<file path="config.mk">
export PLATFORM = sky130hd
export DESIGN_NAME = ir_pulse_width_classifier_unit
export DESIGN_NICKNAME = d
export VERILOG_FILES = /design/src/irpwc_pkg.sv /design/src/irpwc_window.sv /design/src/ir_pulse_width_classifier_unit.sv
export VERILOG_INCLUDE_DIRS = /design/src /design/src/src
export SDC_FILE = /design/constraint.sdc
export NUM_CORES = 1
export LEC_CHECK = 0
export BUFFER_PORTS_ARGS = -buffer_cell sky130_fd_sc_hd__clkbuf_2
export CORE_MARGIN = 3
export CORE_UTILIZATION = 32
export DETAILED_ROUTE_END_ITERATION = 7
export PLACE_DENSITY = 0.46
export RECOVER_POWER = 100
export SKIP_CTS_REPAIR_TIMING = 1
export SYNTH_ARGS = -nofsm -noshare
export SYNTH_HDL_FRONTEND = slang
export SYNTH_SLANG_ARGS = --single-unit
</file>
<file path="constraint.sdc">
create_clock -name clk -period 10.17 [get_ports clk]
set_input_delay 0.5085 -clock clk [delete_from_list [all_inputs] [get_ports clk]]
set_output_delay 0.5085 -clock clk [all_outputs]
set_load 0.05 [all_outputs]
</file>
<file path="src/ir_pulse_width_classifier_unit_assert.svh">
// Assertion macros shared by the pulse-width classifier RTL.
`ifndef IR_PULSE_WIDTH_CLASSIFIER_UNIT_ASSERT_SVH
`define IR_PULSE_WIDTH_CLASSIFIER_UNIT_ASSERT_SVH

// Same-cycle implication, sampled on clk, off during reset.
`define IRPWC_ASSERT_NOW(label, ante, cons, msg) \
    label: assert property (@(posedge clk) disable iff (!rst_n) (ante) |-> (cons)) \
        else $error(msg);

// Next-cycle implication, sampled on clk, off during reset.
`define IRPWC_ASSERT_NEXT(label, ante, cons, msg) \
    label: assert property (@(posedge clk) disable iff (!rst_n) (ante) |=> (cons)) \
        else $error(msg);

`endif

</file>
<file path="src/irpwc_pkg.sv">
// Types and constants of the IR pulse-width classifier.
package irpwc_pkg;

    localparam int TimeWidth = 32;
    localparam int CfgWidth  = 16;

    typedef logic [TimeWidth-1:0] time_t;
    typedef logic [CfgWidth-1:0]  cfg_word_t;
    typedef logic [1:0]           class_t;
    typedef logic [1:0]           cfg_index_t;

    // classification codes
    localparam class_t CLASS_NONE = 2'd0;
    localparam class_t CLASS_A    = 2'd1;
    localparam class_t CLASS_B    = 2'd2;

    // register indexes
    localparam cfg_index_t CFG_NOMINAL_A = 2'd0;
    localparam cfg_index_t CFG_NOMINAL_B = 2'd1;
    localparam cfg_index_t CFG_TOLERANCE = 2'd2;
    localparam cfg_index_t CFG_HOLD_TIME = 2'd3;

    typedef struct packed {
        cfg_word_t nominal_a;
        cfg_word_t nominal_b;
        cfg_word_t tolerance;
        cfg_word_t hold_time;
    } cfg_t;

endpackage

</file>
<file path="src/irpwc_window.sv">
// Acceptance window test: nominal +/- tolerance, open interval, low bound clamped at 0.
module irpwc_window
    import irpwc_pkg::*;
(
    input  time_t     pulse_len,
    input  cfg_word_t nominal,
    input  cfg_word_t tol,
    output logic      hit
);

    cfg_word_t           lo_bound;
    logic [CfgWidth:0]   hi_bound;

    assign lo_bound = (nominal > tol) ? (nominal - tol) : '0;
    // carry kept: upper bound never wraps
    assign hi_bound = {1'b0, nominal} + {1'b0, tol};

    assign hit = (pulse_len > {{(TimeWidth-CfgWidth){1'b0}}, lo_bound})
              && (pulse_len < {{(TimeWidth-CfgWidth-1){1'b0}}, hi_bound});

endmodule

</file>
<file path="src/ir_pulse_width_classifier_unit.sv">
// Top level of the IR pulse-width classifier.
//
// Usage:
//   Input channel (in_valid / in_stall, time_now, pin_level): one transaction per
//   poll of the receiver pin with its millisecond timestamp.
//   Output channel (out_valid / out_stall, identity): one transaction per input
//   transaction, in order: 0 none, 1 type A, 2 type B.
//   Config port (cfg_write, cfg_index, cfg_data): writes type A time, type B time,
//   tolerance and hold time; write only while the block is idle.
// Pipeline:
//   Two stages: an input register, then edge detection, classification and hold
//   check into the result register. out_valid is set when the staged item moves
//   from the input register into the result register; throughput is one
//   transaction per cycle while the receiver keeps out_stall low.
// Reset: rst_n clears the config registers, classifier state and both valid flags;
//   the payload registers are not reset. Stall: a stalled result holds in the output
//   register; the input register keeps filling once, then in_stall rises until the result is taken.
module ir_pulse_width_classifier_unit
    import irpwc_pkg::*;
(
    input  logic       clk,
    input  logic       rst_n,
    // input channel
    input  logic       in_valid,
    output logic       in_stall,
    input  time_t      time_now,
    input  logic       pin_level,
    // output channel
    output logic       out_valid,
    input  logic       out_stall,
    output class_t     identity,
    // config port
    input  logic       cfg_write,
    input  cfg_index_t cfg_index,
    input  cfg_word_t  cfg_data
);

    `include "ir_pulse_width_classifier_unit_assert.svh"

    // configuration registers
    cfg_t cfg_reg;

    // stage 1: input register
    logic  s1_valid_reg;
    time_t s1_time_reg;
    logic  s1_pin_reg;

    // classifier state
    logic   prev_level_reg,   prev_level_next;
    time_t  fall_time_reg,    fall_time_next;
    class_t cur_class_reg,    cur_class_next;
    class_t prior_class_reg,  prior_class_next;
    class_t conf_class_reg,   conf_class_next;
    time_t  confirm_time_reg, confirm_time_next;

    // stage 2: result register
    logic   out_valid_reg;
    class_t identity_reg;

    logic   in_accept;
    logic   out_ready;
    logic   advance;
    time_t  pulse_len;
    time_t  since_confirm;
    logic   hit_a;
    logic   hit_b;
    class_t edge_class;

    // handshake
    assign out_ready = !out_valid_reg || !out_stall;
    assign advance   = s1_valid_reg && out_ready;
    assign in_stall  = s1_valid_reg && !out_ready;
    assign in_accept = in_valid && !in_stall;

    assign out_valid = out_valid_reg;
    assign identity  = identity_reg;

    always_ff @(posedge clk or negedge rst_n)
    begin
        if (!rst_n)
        begin
            cfg_reg <= '0;
        end
        else if (cfg_write)
        begin
            unique case (cfg_index)
                CFG_NOMINAL_A: cfg_reg.nominal_a <= cfg_data;
                CFG_NOMINAL_B: cfg_reg.nominal_b <= cfg_data;
                CFG_TOLERANCE: cfg_reg.tolerance <= cfg_data;
                CFG_HOLD_TIME: cfg_reg.hold_time <= cfg_data;
            endcase
        end
    end

    // low-pulse length since the last fall, wrapping
    assign pulse_len = s1_time_reg - fall_time_reg;

    irpwc_window u_window_a (
        .pulse_len (pulse_len),
        .nominal   (cfg_reg.nominal_a),
        .tol       (cfg_reg.tolerance),
        .hit       (hit_a)
    );

    irpwc_window u_window_b (
        .pulse_len (pulse_len),
        .nominal   (cfg_reg.nominal_b),
        .tol       (cfg_reg.tolerance),
        .hit       (hit_b)
    );

    // type A wins on overlap; a miss keeps the old class
    always_comb
    begin
        priority if (hit_a)
            edge_class = CLASS_A;
        else if (hit_b)
            edge_class = CLASS_B;
        else
            edge_class = cur_class_reg;
    end

    always_comb
    begin
        prev_level_next   = prev_level_reg;
        fall_time_next    = fall_time_reg;
        cur_class_next    = cur_class_reg;
        prior_class_next  = prior_class_reg;
        conf_class_next   = conf_class_reg;
        confirm_time_next = confirm_time_reg;

        if (advance)
        begin
            prev_level_next = s1_pin_reg;
            if (s1_pin_reg != prev_level_reg)
            begin
                if (s1_pin_reg)
                begin
                    // rising edge: classify, confirm on two matching rises
                    cur_class_next   = edge_class;
                    prior_class_next = edge_class;
                    if (prior_class_reg == edge_class)
                    begin
                        conf_class_next   = edge_class;
                        confirm_time_next = s1_time_reg;
                    end
                end
                else
                begin
                    fall_time_next = s1_time_reg;
                end
            end
            else
            begin
                cur_class_next = CLASS_NONE;
            end
        end
    end

    // hold expiry, against the confirm time after this poll's update
    assign since_confirm = s1_time_reg - confirm_time_next;

    always_ff @(posedge clk or negedge rst_n)
    begin
        if (!rst_n)
        begin
            s1_valid_reg     <= 1'b0;
            out_valid_reg    <= 1'b0;
            prev_level_reg   <= 1'b0;
            fall_time_reg    <= '0;
            cur_class_reg    <= CLASS_NONE;
            prior_class_reg  <= CLASS_NONE;
            conf_class_reg   <= CLASS_NONE;
            confirm_time_reg <= '0;
        end
        else
        begin
            s1_valid_reg     <= in_accept || (s1_valid_reg && !advance);
            out_valid_reg    <= advance || (out_valid_reg && out_stall);
            prev_level_reg   <= prev_level_next;
            fall_time_reg    <= fall_time_next;
            cur_class_reg    <= cur_class_next;
            prior_class_reg  <= prior_class_next;
            confirm_time_reg <= confirm_time_next;
            if (advance && (since_confirm > {{(TimeWidth-CfgWidth){1'b0}}, cfg_reg.hold_time}))
                conf_class_reg <= CLASS_NONE;
            else
                conf_class_reg <= conf_class_next;
        end
    end

    // payload registers
    always_ff @(posedge clk)
    begin
        if (in_accept)
        begin
            s1_time_reg <= time_now;
            s1_pin_reg  <= pin_level;
        end
        if (advance)
        begin
            if (since_confirm > {{(TimeWidth-CfgWidth){1'b0}}, cfg_reg.hold_time})
                identity_reg <= CLASS_NONE;
            else
                identity_reg <= conf_class_next;
        end
    end

    `IRPWC_ASSERT_NOW(a_stall_needs_s1, in_stall, s1_valid_reg, "in_stall without pending item")
    `IRPWC_ASSERT_NOW(a_rose_from_s1, $rose(out_valid_reg), $past(s1_valid_reg),
        "result appeared without a staged item")
    `IRPWC_ASSERT_NEXT(a_no_edge_clears, advance && (s1_pin_reg == prev_level_reg),
        cur_class_reg == CLASS_NONE, "class not cleared on a poll with no edge")
    `IRPWC_ASSERT_NEXT(a_fall_records, advance && !s1_pin_reg && prev_level_reg,
        fall_time_reg == $past(s1_time_reg), "fall time not recorded")
    `IRPWC_ASSERT_NOW(a_identity_code, out_valid_reg,
        identity_reg == CLASS_NONE || identity_reg == CLASS_A || identity_reg == CLASS_B,
        "identity carries an unused code")

endmodule

</file>
==> results.ini <==
[place]
dpl.hpwl_mm=34.46
io_buffers=59
place_ws_ns=-0.7877
place.gp.congestion=0.8515
placed_area_sq_mm=0.01664

[global_route]
busiest_layer=met2
grt_max_degree=91
overflow=0
grt_pass1_vias=12240
antenna_found_initial=0
grtUsageMet3=0.03131
grt_usage=0.1825
grtUsageMet1=0.2450
met2_usage=0.2981
grt_pass1_wl_mm=68.27

[yosys]
synthFlopType=dfrtp_1
synth_edf_count=35
async_flop_share=0.7965
netlist_area_sq_mm=0.01472
syn_avg_cell_area_sq_um=9.061
seq_area_frac_synth=0.3044
syn_inst=1624
synth_cell_types=69
ys_warn_count=0
syn_nets=1895
synth_seq_cells=172

[power]
comb_power_share=0.695
p_sw_mw=2.494
vdd_ir_drop_max_mv=0.1538
p_sw_frac=0.4530
power_mw=5.504
pwr-share-clk=0.132
p_seq_frac=0.173
power.internal_mw=3.011
p_leak_nw=8.001
pwr_density_cell_mw_per_mm2=307.7

[die]
start_util=0.3285
io_pins=60
die_y_um=220.4
fp.dieW_um=220.4
dieArea_sq_mm=0.04859
core_area_sq_mm=0.04480
rows=77

[setup_path]
critPathSlowestCell=or4b_4
critPathBufInv=10
cp.arrival_ns=10.30
cp_max_fo=7
crit_family=compound AO/OA/AOI/OAI gates
crit_required_ns=10.60
end_kind=flop
crit_top_cell=buf_4
cpPeakStageDelay_ns=0.47
critPathKind=reg -> reg
startpoint_type=flop

[run]
maxCapViolCount=4

[sta]
clock_skew_ns=0.01139
fin_crit_sh=0.9714
fmax_ghz=0.1012
rsz0062_at_grt=yes
period_minus_slack_ns=9.879
drv_slew=237
fin_ws_ns=0.2911
finalSetupTns_ns=0
slew-limit-headroom=-2.542
final_hold_viol_count=0
whs_ns=0.1835
setup_viol=0
tightest_slew_ns=5.314

[drt]
wl_mm=43.23
via_count=12320
wl_per_cell_um=17.91
dr.pass1.iters=7
drtIter0Drc=604
vias_per_cell=5.101
detail-route-antenna-nets=0
drc=0

[cts]
cts_tree=done
cts.clk_slew.worst_paths_ns=0.07
cts_inserted_buffers=17
clockBufferDepth=2
cts_sinks=172
root_buffer=clkbuf_16
h-tree-depth=4
clock_latency_ns=0.50

[run_status]
violations=max-capacitance violations, max-slew violations
run_status=finished, violations left

[cells_and_area]
area_growth_pct=21.57
largest_register_ffs=64
nNetsFinal=2080
register_area_sq_mm=0.004479
drive_above_1_share=0.2486
n_antenna_cell=0
fillCellCount=4486
design_area_sq_mm=0.01789
multiInputGateArea_sq_mm=0.009972

[worst_hold_path]
holdCritPathClass=in -> reg

## per-layer routing
metal | vias to the layer above | wire, um
li1 | 6215 | -
met1 | 5887 | 20760
met2 | 165 | 20250
met3 | 48 | 1304
met4 | 0 | 917
met5 | - | 0
## kinds of logic (layout without fill, tap and decap cells)
| kind of cell | after synthesis | after routing | share of synthesized area |
|---|---|---|---|
| mux | 107 | 107 | 0.08086 |
| buf+inv | 207 | 405 | 0.05399 |
| simple gates | 408 | 408 | 0.1390 |
| fa+ha+maj | 215 | 215 | 0.1859 |
| compound gates | 435 | 435 | 0.1883 |
| flops | 172 | 172 | 0.3044 |
| xor+xnor | 80 | 80 | 0.04761 |
## synth_stat cells (7+ instances only)
cell      count  share of area
nand3b_1     12         0.0061
nor2_1       73          0.019
xnor2_1      64          0.038
edfxtp_1     35          0.071
xor2_1       16         0.0095
clkbuf_1     35         0.0089
nor2b_1      20         0.0085
nand2b_1     22         0.0094
a31oi_1      11         0.0047
o21ai_1       8         0.0027
nor4_1        9         0.0038
o31ai_1       7         0.0036
o211ai_1     16         0.0082
inv_1       133          0.034
o21ai_0      91          0.031
a21oi_1     135          0.046
nor3_1       40          0.014
nand3_1      29         0.0099
ha_1        209           0.18
a211oi_1     14         0.0071
o21a_1       23          0.012
nand4_1      26          0.011
a21o_1       40          0.020
inv_2        27         0.0069
a221oi_1      7         0.0042
o21bai_1     22          0.011
buf_2        11         0.0037
mux2_2       93          0.071
mux2i_1      12         0.0082
and3_1       12         0.0051
dfrtp_1     137           0.23
nand2_1     123          0.031
## layout by cell type, fill, tap and decap left out, types with 8 or more instances in the layout
master     count
ha_1         200
nor4_1         8
xnor2_1       61
nor2b_1       17
xor2_1        16
ha_4           9
a21oi_2       24
nand3_1       29
o21ai_1       16
inv_2         30
o211ai_1      16
dfrtp_1      137
o21ai_0       75
a21o_1        40
nand4_1       26
clkbuf_2      49
inv_1        130
o21bai_1      22
a31oi_1        9
nand2b_1      22
buf_4        143
o21ai_2        8
nor3_1        35
clkbuf_1      15
edfxtp_1      35
a21oi_1      110
mux2_2        93
nand2_1      118
and3_1        10
clkbuf_16     17
nand3b_1      12
nor2_1        72
o21a_1        23
a211oi_1      13
## stage by stage
| step | cells | utilization |
|---|---|---|
| 6_report | 2414 | 0.3993 |
| 5_1_grt | 2414 | 0.3993 |
| 4_1_cts | 2398 | 0.3854 |
| 3_5_place_dp | 2366 | 0.3715 |
| 3_3_place_gp | 2366 | 0.3715 |
| 2_1_floorplan | 1624 | - |
## final timing paths
check | end | depth (start not counted) | startpoint | slack (ns)
worst max-delay path | conf_class_reg[1]$_DFF_PN0_ | 61 | cfg_reg[16]$_DFFE_PN0P_ | 0.29
worst min-delay path | s1_time_reg[4]$_DFFE_PP_ | 1 | time_now[4] | 0.18
worst max register to register | conf_class_reg[1]$_DFF_PN0_ | 61 | cfg_reg[16]$_DFFE_PN0P_ | 0.29
worst min register to register | prev_level_reg$_DFFE_PN0P_ | 2 | prev_level_reg$_DFFE_PN0P_ | 0.49
max in group asynchronous | cfg_reg[8]$_DFFE_PN0P_ | 2 | rst_n | 3.75
min in group asynchronous | s1_valid_reg$_DFF_PN0_ | 1 | rst_n | 1.95
## layout make-up
type / count / share of cell area
Clock buffer: 18 / 0.02399
Clock inverter: 14 / 0.01070
Inverter: 160 / 0.03357
Multi-Input combinational cell: 1245 / 0.5574
Sequential cell: 172 / 0.2504
Tap cell: 592 / 0.04140
Timing Repair Buffer: 213 / 0.08253
## power groups by stage
stage / Sequential, mW / Combinational (mW) / Clock (mW)
finish: 0.951 / 3.83 / 0.726
global route: 0.971 / 4.30 / 0.778
CTS: 0.949 / 3.56 / 0.753
detailed placement: 0.962 / 3.53 / 0
global placement: 0.957 / 3.50 / 0
floorplan: 0.940 / 2.36 / 0
Note: power is estimated with default switching activity, not from simulation.
